## src/rtl/fcomp_pkg.sv

```systemverilog
// ============================================================================
// fcomp_pkg: focuser temperature compensation shared definitions
// Field widths, temperature limits and configuration register indexes.
// ============================================================================
`default_nettype none

package fcomp_pkg;

   // Field widths
   localparam int TempWidth   = 12;
   localparam int PosWidth    = 24;
   localparam int StepWidth   = 16;
   localparam int CsrIdxWidth = 2;
   localparam int CsrDatWidth = 24;

   // Temperature limits in 1/16 degree C (a sample must lie strictly inside)
   localparam logic signed [TempWidth-1:0] TempLowLimit  = -12'sd640;
   localparam logic signed [TempWidth-1:0] TempHighLimit = 12'sd1280;
   localparam logic signed [TempWidth-1:0] TempDefault   = 12'sd320;

   // Drift of one degree C, on the widened difference
   localparam logic signed [TempWidth:0] DriftThreshold    = 13'sd16;
   localparam logic signed [TempWidth:0] DriftThresholdNeg = -13'sd16;

   // Configuration register indexes
   localparam logic [CsrIdxWidth-1:0] CsrProbeRunning    = 2'd0;
   localparam logic [CsrIdxWidth-1:0] CsrMoveInwardOnFall = 2'd1;
   localparam logic [CsrIdxWidth-1:0] CsrStepsPerDegree  = 2'd2;
   localparam logic [CsrIdxWidth-1:0] CsrMaxPosition     = 2'd3;

endpackage

`default_nettype wire

```

## src/rtl/focuser_temperature_compensation_unit.sv

```systemverilog
// ============================================================================
// focuser_temperature_compensation_unit: probe filter and focus drift control
// Filters probe samples, tracks a reference temperature and moves the focuser
// target by a configured step count for each degree of drift.
// ============================================================================
//
//   Channel | Prefix | Direction | Contents
//   --------+--------+-----------+--------------------------------------------
//   request | req_   | in        | sample_temp, comp_enable, target_in
//   result  | rsp_   | out       | temp_out, target_out, target_moved,
//           |        |           | start_conversion
//   config  | csr_   | in        | write enable, index, data (no read-back)
//
// One transaction per cycle unless stalled: the whole tick is evaluated
// combinationally from the request ports and the held state, and lands in
// the result register; the result is valid in the cycle after the accept.
// A request is taken whenever the result register is empty or being drained
// in the same cycle, so only a stalled, full result register stalls requests.
// Synchronous reset sets all state but result data; no clearing pass.
`default_nettype none

module focuser_temperature_compensation_unit (
   input  wire                                    clock,
   input  wire                                    reset,
   // Request channel
   input  wire                                    req_valid,
   output logic                                   req_stall,
   input  wire  logic signed [fcomp_pkg::TempWidth-1:0] req_sample_temp,
   input  wire                                    req_comp_enable,
   input  wire  [fcomp_pkg::PosWidth-1:0]         req_target_in,
   // Result channel
   output logic                                   rsp_valid,
   input  wire                                    rsp_stall,
   output logic signed [fcomp_pkg::TempWidth-1:0] rsp_temp_out,
   output logic [fcomp_pkg::PosWidth-1:0]         rsp_target_out,
   output logic                                   rsp_target_moved,
   output logic                                   rsp_start_conversion,
   // Configuration port
   input  wire                                    csr_write_enable,
   input  wire  [fcomp_pkg::CsrIdxWidth-1:0]      csr_index,
   input  wire  [fcomp_pkg::CsrDatWidth-1:0]      csr_write_data
);

   import fcomp_pkg::*;

   // Configuration registers
   logic                 probe_running_ff;
   logic                 move_inward_ff;
   logic [StepWidth-1:0] steps_per_degree_ff;
   logic [PosWidth-1:0]  max_position_ff;

   // Tick state
   logic signed [TempWidth-1:0] last_valid_ff, last_valid_in;
   logic signed [TempWidth-1:0] current_temp_ff, current_temp_in;
   logic signed [TempWidth-1:0] reference_ff, reference_in;
   logic                        read_phase_ff, read_phase_in;
   logic                        prev_enable_ff, prev_enable_in;
   logic                        enable_seen_ff, enable_seen_in;

   // Result register
   logic                        rsp_valid_ff;
   logic signed [TempWidth-1:0] temp_out_ff, temp_out_in;
   logic [PosWidth-1:0]         target_out_ff, target_out_in;
   logic                        moved_ff, moved_in;
   logic                        start_ff, start_in;

   // Working signals
   logic                        req_fire;
   logic                        sample_ok;
   logic signed [TempWidth-1:0] read_value;
   logic                        capture;
   logic signed [TempWidth-1:0] reference_mid;
   logic signed [TempWidth-1:0] current_mid;
   logic signed [TempWidth:0]   temp_diff;
   logic                        drift;
   logic                        falling;
   logic                        decrease;
   logic [PosWidth:0]           sum_pos;
   logic [PosWidth-1:0]         dec_pos;
   logic [PosWidth:0]           new_pos;

   // The result register drains or is empty: a new transaction can enter.
   assign req_stall = rsp_valid_ff && rsp_stall;
   assign req_fire  = req_valid && !req_stall;

   // Configuration writes
   always_ff @(posedge clock) begin
      if (reset) begin
         probe_running_ff    <= 1'b0;
         move_inward_ff      <= 1'b0;
         steps_per_degree_ff <= '0;
         max_position_ff     <= '1;
      end else if (csr_write_enable) begin
         unique case (csr_index)
            CsrProbeRunning:     probe_running_ff    <= csr_write_data[0];
            CsrMoveInwardOnFall: move_inward_ff      <= csr_write_data[0];
            CsrStepsPerDegree:   steps_per_degree_ff <= csr_write_data[StepWidth-1:0];
            CsrMaxPosition:      max_position_ff     <= csr_write_data[PosWidth-1:0];
         endcase
      end
   end

   // Probe read: a sample strictly inside the limits is used instead of the held value.
   assign sample_ok  = (req_sample_temp > TempLowLimit) && (req_sample_temp < TempHighLimit);
   assign read_value = sample_ok ? req_sample_temp : last_valid_ff;

   // A rising enable after the first running tick captures the reference.
   assign capture       = enable_seen_ff && (prev_enable_ff != req_comp_enable) &&
                          req_comp_enable;
   assign reference_mid = capture ? read_value : reference_ff;
   assign current_mid   = read_phase_ff ? read_value : current_temp_ff;

   // Drift test on the reference and current temperatures.
   assign temp_diff = {reference_mid[TempWidth-1], reference_mid} -
                      {current_mid[TempWidth-1], current_mid};
   assign drift     = (temp_diff >= DriftThreshold) || (temp_diff <= DriftThresholdNeg);
   assign falling   = current_mid < reference_mid;
   assign decrease  = move_inward_ff ? falling : !falling;

   // Target move: decrease saturates at zero, then clamp to the maximum.
   assign sum_pos = {1'b0, req_target_in} + {{(PosWidth + 1 - StepWidth){1'b0}},
                                            steps_per_degree_ff};
   assign dec_pos = (req_target_in >= {{(PosWidth - StepWidth){1'b0}}, steps_per_degree_ff})
                    ? req_target_in - {{(PosWidth - StepWidth){1'b0}}, steps_per_degree_ff}
                    : '0;
   assign new_pos = decrease ? {1'b0, dec_pos} : sum_pos;

   // Next state and result of one tick
   always_comb begin
      last_valid_in   = last_valid_ff;
      current_temp_in = current_temp_ff;
      reference_in    = reference_ff;
      read_phase_in   = read_phase_ff;
      prev_enable_in  = prev_enable_ff;
      enable_seen_in  = enable_seen_ff;
      temp_out_in     = last_valid_ff;
      target_out_in   = req_target_in;
      moved_in        = 1'b0;
      start_in        = 1'b0;
      if (probe_running_ff) begin
         enable_seen_in  = 1'b1;
         prev_enable_in  = req_comp_enable;
         read_phase_in   = !read_phase_ff;
         start_in        = !read_phase_ff;
         current_temp_in = current_mid;
         reference_in    = reference_mid;
         temp_out_in     = current_mid;
         if ((capture || read_phase_ff) && sample_ok) begin
            last_valid_in = req_sample_temp;
         end
         if (req_comp_enable && drift) begin
            moved_in     = 1'b1;
            reference_in = current_mid;
            if (new_pos > {1'b0, max_position_ff}) begin
               target_out_in = max_position_ff;
            end else begin
               target_out_in = new_pos[PosWidth-1:0];
            end
         end
      end
   end

   // Tick state update on each accepted transaction
   always_ff @(posedge clock) begin
      if (reset) begin
         last_valid_ff   <= TempDefault;
         current_temp_ff <= '0;
         reference_ff    <= '0;
         read_phase_ff   <= 1'b0;
         prev_enable_ff  <= 1'b0;
         enable_seen_ff  <= 1'b0;
      end else if (req_fire) begin
         last_valid_ff   <= last_valid_in;
         current_temp_ff <= current_temp_in;
         reference_ff    <= reference_in;
         read_phase_ff   <= read_phase_in;
         prev_enable_ff  <= prev_enable_in;
         enable_seen_ff  <= enable_seen_in;
      end
   end

   // Result register
   always_ff @(posedge clock) begin
      if (reset) begin
         rsp_valid_ff <= 1'b0;
      end else if (req_fire) begin
         rsp_valid_ff <= 1'b1;
      end else if (!rsp_stall) begin
         rsp_valid_ff <= 1'b0;
      end
   end

   always_ff @(posedge clock) begin
      if (req_fire) begin
         temp_out_ff   <= temp_out_in;
         target_out_ff <= target_out_in;
         moved_ff      <= moved_in;
         start_ff      <= start_in;
      end
   end

   assign rsp_valid            = rsp_valid_ff;
   assign rsp_temp_out         = temp_out_ff;
   assign rsp_target_out       = target_out_ff;
   assign rsp_target_moved     = moved_ff;
   assign rsp_start_conversion = start_ff;

   // Assertions
   a_stopped_quiet: assert property (@(posedge clock) disable iff (reset)
      req_fire && !probe_running_ff |=> !rsp_target_moved && !rsp_start_conversion)
      else $error("stopped probe produced a move or a conversion request");

   a_phase_toggles: assert property (@(posedge clock) disable iff (reset)
      req_fire && probe_running_ff |=> read_phase_ff != $past(read_phase_ff))
      else $error("read phase did not alternate on a running tick");

   a_target_clamped: assert property (@(posedge clock) disable iff (reset)
      rsp_valid_ff && moved_ff |-> target_out_ff <= max_position_ff)
      else $error("compensated target above max position");

   a_stall_only_full: assert property (@(posedge clock) disable iff (reset)
      req_stall |-> rsp_valid_ff && rsp_stall)
      else $error("request stalled while the result register could take it");

   a_held_in_range: assert property (@(posedge clock) disable iff (reset)
      (last_valid_ff > TempLowLimit) && (last_valid_ff < TempHighLimit))
      else $error("held temperature outside the probe limits");

endmodule

`default_nettype wire
```

## config.mk

```make
export PLATFORM = sky130hd
export DESIGN_NAME = focuser_temperature_compensation_unit
export DESIGN_NICKNAME = d
export VERILOG_FILES = /design/src/rtl/fcomp_pkg.sv /design/src/rtl/focuser_temperature_compensation_unit.sv
export SDC_FILE = /design/constraint.sdc
export NUM_CORES = 1
export LEC_CHECK = 0
export BUFFER_PORTS_ARGS = -buffer_cell sky130_fd_sc_hd__buf_2
export CORE_MARGIN = 5
export CORE_UTILIZATION = 45
export DETAILED_ROUTE_END_ITERATION = 6
export SYNTH_ARGS = -nofsm -noshare
export SYNTH_HDL_FRONTEND = slang
export SYNTH_SLANG_ARGS = --single-unit
```

## constraint.sdc

```tcl
create_clock -name clock -period 7.4 [get_ports clock]
set_clock_uncertainty 0.15 [all_clocks]
set_input_delay 0.37 -clock clock [delete_from_list [all_inputs] [get_ports clock]]
set_output_delay 0.37 -clock clock [all_outputs]
set_load 0.01 [all_outputs]
```

Yosys cells after proc, flatten, opt, wreduce, memory -nomap -nowiden. Index checks and enable logic that the tools add are counted.

Add/sub/neg operators: 3. Multiply operators: 0. Div/mod/pow operators: 0. $lt $le $gt $ge: 7. Equal/unequal tests: 5. Shift operators: 0. Muxes and demuxes: 14. Bitwise gates (word level): 0. Reductions and logical operators: 19.

Operators by type and width (count): $mux W24 (4); $mux W12 (5); $add A24 B16 Y25 (1); $gt A25 B24 Y1 (1); $mux W25 (1); $ge A24 B16 Y1 (1); $sub A24 B16 Y24 (1); $ge A13 B6 Y1 const B (1); $le A13 B5 Y1 const B (1); $sub A12 B12 Y13 (1); $gt A12 B11 Y1 const B (1); $lt A12 B12 Y1 (1); $lt A12 B12 Y1 const B (1); $reduce_and A2 Y1 (5); $logic_and A1 B1 Y1 (7); $eq A2 B2 Y1 const B (2); $mux W1 (4); $logic_not A1 Y1 (3); $reduce_and A3 Y1 (1); $eq A2 B1 Y1 const B (1); $logic_not A2 Y1 (1); $logic_or A1 B1 Y1 (2); $ne A2 B1 Y1 const B (1); $ne A1 B1 Y1 (1).

Register bits: 120. Bits in latches: 0. Memory bits (writable): 0. Bits in read-only memories: 0. Output and inout bits: 40. Word-level logic and storage cells: 63. Memories: 0.

Logic depth before layout (Yosys ltp).
Depth after elaboration: 12. Gate-level depth with buffers: 30. Gate-level depth less buffers: 25.

Worst setup path after synthesis. Ideal clock, no wire load.

Path type: input -> register. Start: input req_sample_temp[3] (netlist bit). End: register target_out_ff[6], in the netlist rsp_target_out[6], data pin. Data arrival time: 5777 ps. Slack: 1214 ps. Stages on the path: 25. Path buffers: 3. Cells stage by stage: nor4_1 a21oi_1 o21ai_0 a21oi_1 buf_2 o22a_1 mux2_2 ha_1 nand4_2 o31ai_4 nor4_1 a31oi_2 nand4_2 buf_2 o311a_1 or3_1 ha_1 and3_1 a221oi_1 o21ai_0 o21a_1 a41oi_2 buf_4 mux2i_1 o21ai_1.

Longest elaborated chain between the ends: 12. Elaborated cells between the ends (all ways): 19. Classes of those cells: 1 x add/sub; 6 x order compare; 8 x mux; 4 x reduce/logical.

RTL lines: from (decl) (line focuser_temperature_compensation_unit.sv:28) `input wire logic signed [fcomp_pkg::TempWidth-1:0] req_sample_temp,`; $gt A12 B11 Y1 / $lt A12 B12 Y1 (equally long branches) (line focuser_temperature_compensation_unit.sv:104) `assign sample_ok = (req_sample_temp > TempLowLimit) && (req_sample_temp < TempHighLimit);`; $logic_and A1 B1 Y1 (line focuser_temperature_compensation_unit.sv:104); $mux W12 * (line focuser_temperature_compensation_unit.sv:105) `assign read_value = sample_ok ? req_sample_temp : last_valid_ff;`; $mux W12, on equally long branches (line focuser_temperature_compensation_unit.sv:111, focuser_temperature_compensation_unit.sv:110); $lt A12 B12 Y1 (line focuser_temperature_compensation_unit.sv:117) `assign falling = current_mid < reference_mid;`; $logic_not A1 Y1 (line focuser_temperature_compensation_unit.sv:118) `assign decrease = move_inward_ff ? falling : !falling;`; $mux W1 (line focuser_temperature_compensation_unit.sv:118); $mux W25 (line focuser_temperature_compensation_unit.sv:126) `assign new_pos = decrease ? {1'b0, dec_pos} : sum_pos;`; $gt A25 B24 Y1 (line focuser_temperature_compensation_unit.sv:154) `if (new_pos > {1'b0, max_position_ff}) begin`; $mux W24 (line focuser_temperature_compensation_unit.sv:154); $mux W24 * (line focuser_temperature_compensation_unit.sv:151) `if (req_comp_enable && drift) begin`; $mux W24 * (line focuser_temperature_compensation_unit.sv:140) `if (probe_running_ff) begin`; net target_out_in[6] (line focuser_temperature_compensation_unit.sv:63) `logic [PosWidth-1:0] target_out_ff, target_out_in;`; to (signal assigned) (line focuser_temperature_compensation_unit.sv:196) `target_out_ff <= target_out_in;`; to (decl) (line focuser_temperature_compensation_unit.sv:63).

Mark *: on every way through the listed nets, which the timed path passes. The rest lies on a longest branch. A chain may end at the register's enable or synchronous reset.

Final worst setup path.
Start: input req_sample_temp[3] (netlist bit). End: register target_out_ff[1], in the netlist rsp_target_out[1], data pin.

Same word-level chain as after synthesis.

==> run summary <==
Die Ht: 151 um
Final Util: 52.7%
FF+latch count, synth: 120
IO Port Bufs: 107
Critical Setup Path Class: in -> reg
Syn Nets: 1281
library cell with the highest instance count after synthesis: sky130_fd_sc_hd__nand2_1
cell type contributing the most total cell area after synthesis: sky130_fd_sc_hd__dfxtp_1
Synth-to-Final Area Change: 14.8%
total core area: 19600 um2
static leakage power: 4.36 nW
placement-stage worst setup slack: 368 ps
number of buffers added for setup after CTS: 0
buffers from clock root to sink, at most: 2
Worst Max-Slew Pin Slew: 1050 ps
Register-to-Register Setup Slack: 810 ps
H-tree depth: 4
detailed-route vias per instance: 5.93
unrepaired setup endpoints after global routing: false
register share of total power: 32.9%
Final Routed Wirelength: 29500 um
max-cap violation count: 0
number of cell instances on the worst register-to-register path: 23
GRT Resource Usage Total: 25.7%
number of global-route vias before repair: 8503
type of origin of the critical path: primary input
total vias in the final route: 8891
total number of clock tree sinks: 120
net switching power: 798 uW
final setup violation count: 0
worst min-delay path endpoint: max_position_ff[22]
# resized after CTS: 0
Iter 0 DRT Violations: 598
Required @ worst endpoint: 7420 ps
total DRC errors in the routed layout: 0
Post-synth EDFFs: 38
Num CTS Buffers: 17
library cell contributing the largest single delay on the critical path: sky130_fd_sc_hd__ha_1
fraction of synthesized cell area taken by the top area cell type: 18.3%
critical register-to-register path endpoint: rsp_target_out[1]
Achievable Freq: 0.149 GHz
CTS tree: yes
DRT Pass-1 Iters: 5
switch share: 36.5%
Critical Path Max Stage Delay: 410 ps
Post-DRT Antenna Nets: 0
antenna fix cells: 0
count of standard-cell rows: 51
ratio of total power to cell area: 212 nW/um2
cell area after synthesis: 8990 um2
Detailed Place HPWL: 22000 um
share of final-layout standard cells stronger than drive strength 1: 16.0%
Max-slew headroom: 29.8%
number of hold violations in the final report: 0
pin count of the biggest net entering global routing: 49
period utilisation layout: 90.7%
number of warnings issued by yosys: 0
area of the die: 22900 um2
worst path arrival time: 6740 ps
cell internal power dissipation: 1.39 mW
largest voltage drop on the vdd net: 0.000190 V
count of distinct cell types in the synthesized netlist: 77
Post-synth top cells: sky130_fd_sc_hd__nand2_1 (158), sky130_fd_sc_hd__a21oi_1 (93), sky130_fd_sc_hd__nor2_1 (90)
critical path peak fanout: 20
initial antenna violation count: 1
Post-Route Setup TNS: 0 ps
mean routed wirelength per cell: 19.7 um
origin of the critical flop-to-flop path: read_phase_ff
clock transition at the registers of the reported paths: 70 ps
Initial Util: 45.9%
Boundary Pins: 108
Clk network pwr share: 38.6%
Seq/Total Area, Yosys: 30.9%
cell count after synthesis: 1142
final worst path period need: 6710 ps
hold-fix buffer count after cts: 0
insertion delay of the later-clocked pin in the worst-skew pair: 430 ps
root buffer cell: sky130_fd_sc_hd__clkbuf_16
Top FF cell, synth: sky130_fd_sc_hd__dfxtp_1
gpl congestion: 0.924
global-route wire length before repair: 45700 um
combinational share of power: 28.5%
final setup margin: 689 ps
Hold Crit Class: in -> reg
source of the worst hold timing path: csr_write_data[22]
worst hold slack after final layout: 22.4 ps
async set or reset register ratio after synthesis: 0%
syn_area_per_cell: 7.88 um2
number of nets in the final layout: 1361
instance count along the most critical hold path: 3
Die W: 151 um
Slew Limit Fails: 0
Synth area leaders: sky130_fd_sc_hd__dfxtp_1 (18%), sky130_fd_sc_hd__edfxtp_1 (13%), sky130_fd_sc_hd__ha_1 (9.5%)
outcome: completed
category of the worst setup path capture point: register
total grt overflow: 0
==> sequential cells by signal, summed over array words and instances, names as in the netlist <==
register              flops
current_temp_ff          12
enable_seen_ff            1
last_valid_ff            12
max_position_ff          24
move_inward_ff            1
prev_enable_ff            1
probe_running_ff          1
read_phase_ff             1
reference_ff             12
rsp_start_conversion      1
rsp_target_moved          1
rsp_target_out           24
rsp_temp_out             12
rsp_valid                 1
steps_per_degree_ff      16
==> power groups by stage <==
stage	clock network (mW)	logic, mW	registers [mW]
finish	0.844	0.622	0.718
global route	0.885	0.683	0.720
CTS	0.857	0.612	0.718
detailed placement	0	0.609	0.733
global placement	0	0.607	0.733
floorplan	0	0.413	0.737
==> per-stage QoR <==
step / power [mW] / instance area [um2] / std cells
global route: 2.29 / 10300 / 1500
detailed placement: 1.34 / 9730 / 1468
global placement: 1.34 / 9730 / 1468
CTS: 2.19 / 10300 / 1500
finish: 2.18 / 10300 / 1500
floorplan: 1.15 / 8990 / 1142
==> layout by cell type (no fill, tap or decap), types with 6 or more instances in the layout <==
cell type / netlist / layout
sky130_fd_sc_hd__nand4_1: 14 / 14
sky130_fd_sc_hd__clkbuf_16: 0 / 17
sky130_fd_sc_hd__a21o_1: 9 / 9
sky130_fd_sc_hd__nor4_1: 8 / 8
sky130_fd_sc_hd__edfxtp_1: 38 / 38
sky130_fd_sc_hd__nand2b_1: 13 / 13
sky130_fd_sc_hd__or3_1: 13 / 13
sky130_fd_sc_hd__nor2b_1: 13 / 13
sky130_fd_sc_hd__o211ai_1: 37 / 37
sky130_fd_sc_hd__or4_1: 6 / 6
sky130_fd_sc_hd__and3_1: 14 / 14
sky130_fd_sc_hd__a31oi_1: 20 / 20
sky130_fd_sc_hd__ha_1: 68 / 68
sky130_fd_sc_hd__or2_2: 8 / 8
sky130_fd_sc_hd__buf_4: 1 / 21
sky130_fd_sc_hd__nor2_1: 90 / 89
sky130_fd_sc_hd__buf_2: 19 / 107
sky130_fd_sc_hd__dfxtp_1: 82 / 82
sky130_fd_sc_hd__nand3b_1: 10 / 10
sky130_fd_sc_hd__a211oi_1: 9 / 9
sky130_fd_sc_hd__o21a_1: 9 / 9
sky130_fd_sc_hd__a311oi_1: 10 / 10
sky130_fd_sc_hd__inv_8: 0 / 7
sky130_fd_sc_hd__nor3_1: 28 / 28
sky130_fd_sc_hd__nand2_1: 158 / 158
sky130_fd_sc_hd__nand3_1: 38 / 38
sky130_fd_sc_hd__mux2i_1: 35 / 35
sky130_fd_sc_hd__inv_1: 74 / 74
sky130_fd_sc_hd__o21ai_0: 63 / 63
sky130_fd_sc_hd__nor3b_1: 9 / 9
sky130_fd_sc_hd__mux2_2: 12 / 12
sky130_fd_sc_hd__a21oi_1: 93 / 93
==> layout make-up <==
type	count	area, um2
fill	1916	9270
sequential	120	2780
clock buffer	17	425
clock inverter	15	170
multi-input combinational	879	5640
tap	265	332
inverter	76	285
timing repair buffer	128	693
==> critical path: cells and delay by family <==
| kind | cells | cell delay, ps |
|---|---|---|
| buf+inv | 5 | 960 |
| compound gates | 12 | 2640 |
| simple gates | 7 | 1590 |
| fa+ha+maj | 2 | 700 |
| mux | 2 | 450 |
==> how the worst max path moves through the flow <==
| stage | startpoint | to | slack [ps] | cells after the start |
|---|---|---|---|---|
| 6_report | req_sample_temp[3] | rsp_target_out[1] | 690 | 28 |
| 3_5_place_dp | req_sample_temp[3] | rsp_target_out[1] | 370 | 27 |
| 2_1_floorplan | req_sample_temp[3] | rsp_target_out[6] | 1210 | 25 |
| 4_1_cts | req_sample_temp[3] | rsp_target_out[1] | 800 | 28 |
| 5_1_grt | req_sample_temp[3] | rsp_target_out[1] | 210 | 28 |
| 3_3_place_gp | req_sample_temp[3] | rsp_target_out[1] | 380 | 28 |
==> kinds of logic (layout without fill, tap and decap cells) <==
| group | count (synthesis) | in the layout | synth area share, % |
|---|---|---|---|
| buffers and inverters | 143 | 236 | 6.44 |
| and+or+nand+nor | 434 | 434 | 23.1 |
| DFF | 120 | 120 | 30.9 |
| AOI/OAI and AO/OA | 322 | 322 | 23.5 |
| adders and majority gates | 72 | 72 | 10.2 |
| muxes | 47 | 47 | 5.40 |
| xor gates and xnor gates | 4 | 4 | 0.390 |
==> per-layer routing <==
| metal | vias up | GRT usage [%] | wire length (um) | part of all wire (%) |
|---|---|---|---|---|
| li1 | 4319 | - | - | - |
| met1 | 4206 | 32.3 | 12400 | 42 |
| met2 | 306 | 44.7 | 14600 | 49 |
| met3 | 58 | 4.70 | 1820 | 6.2 |
| met4 | 2 | 7.52 | 701 | 2.4 |
| met5 | - | 0 | 13 | 0.044 |
Note: power is estimated with default switching activity, not from simulation.
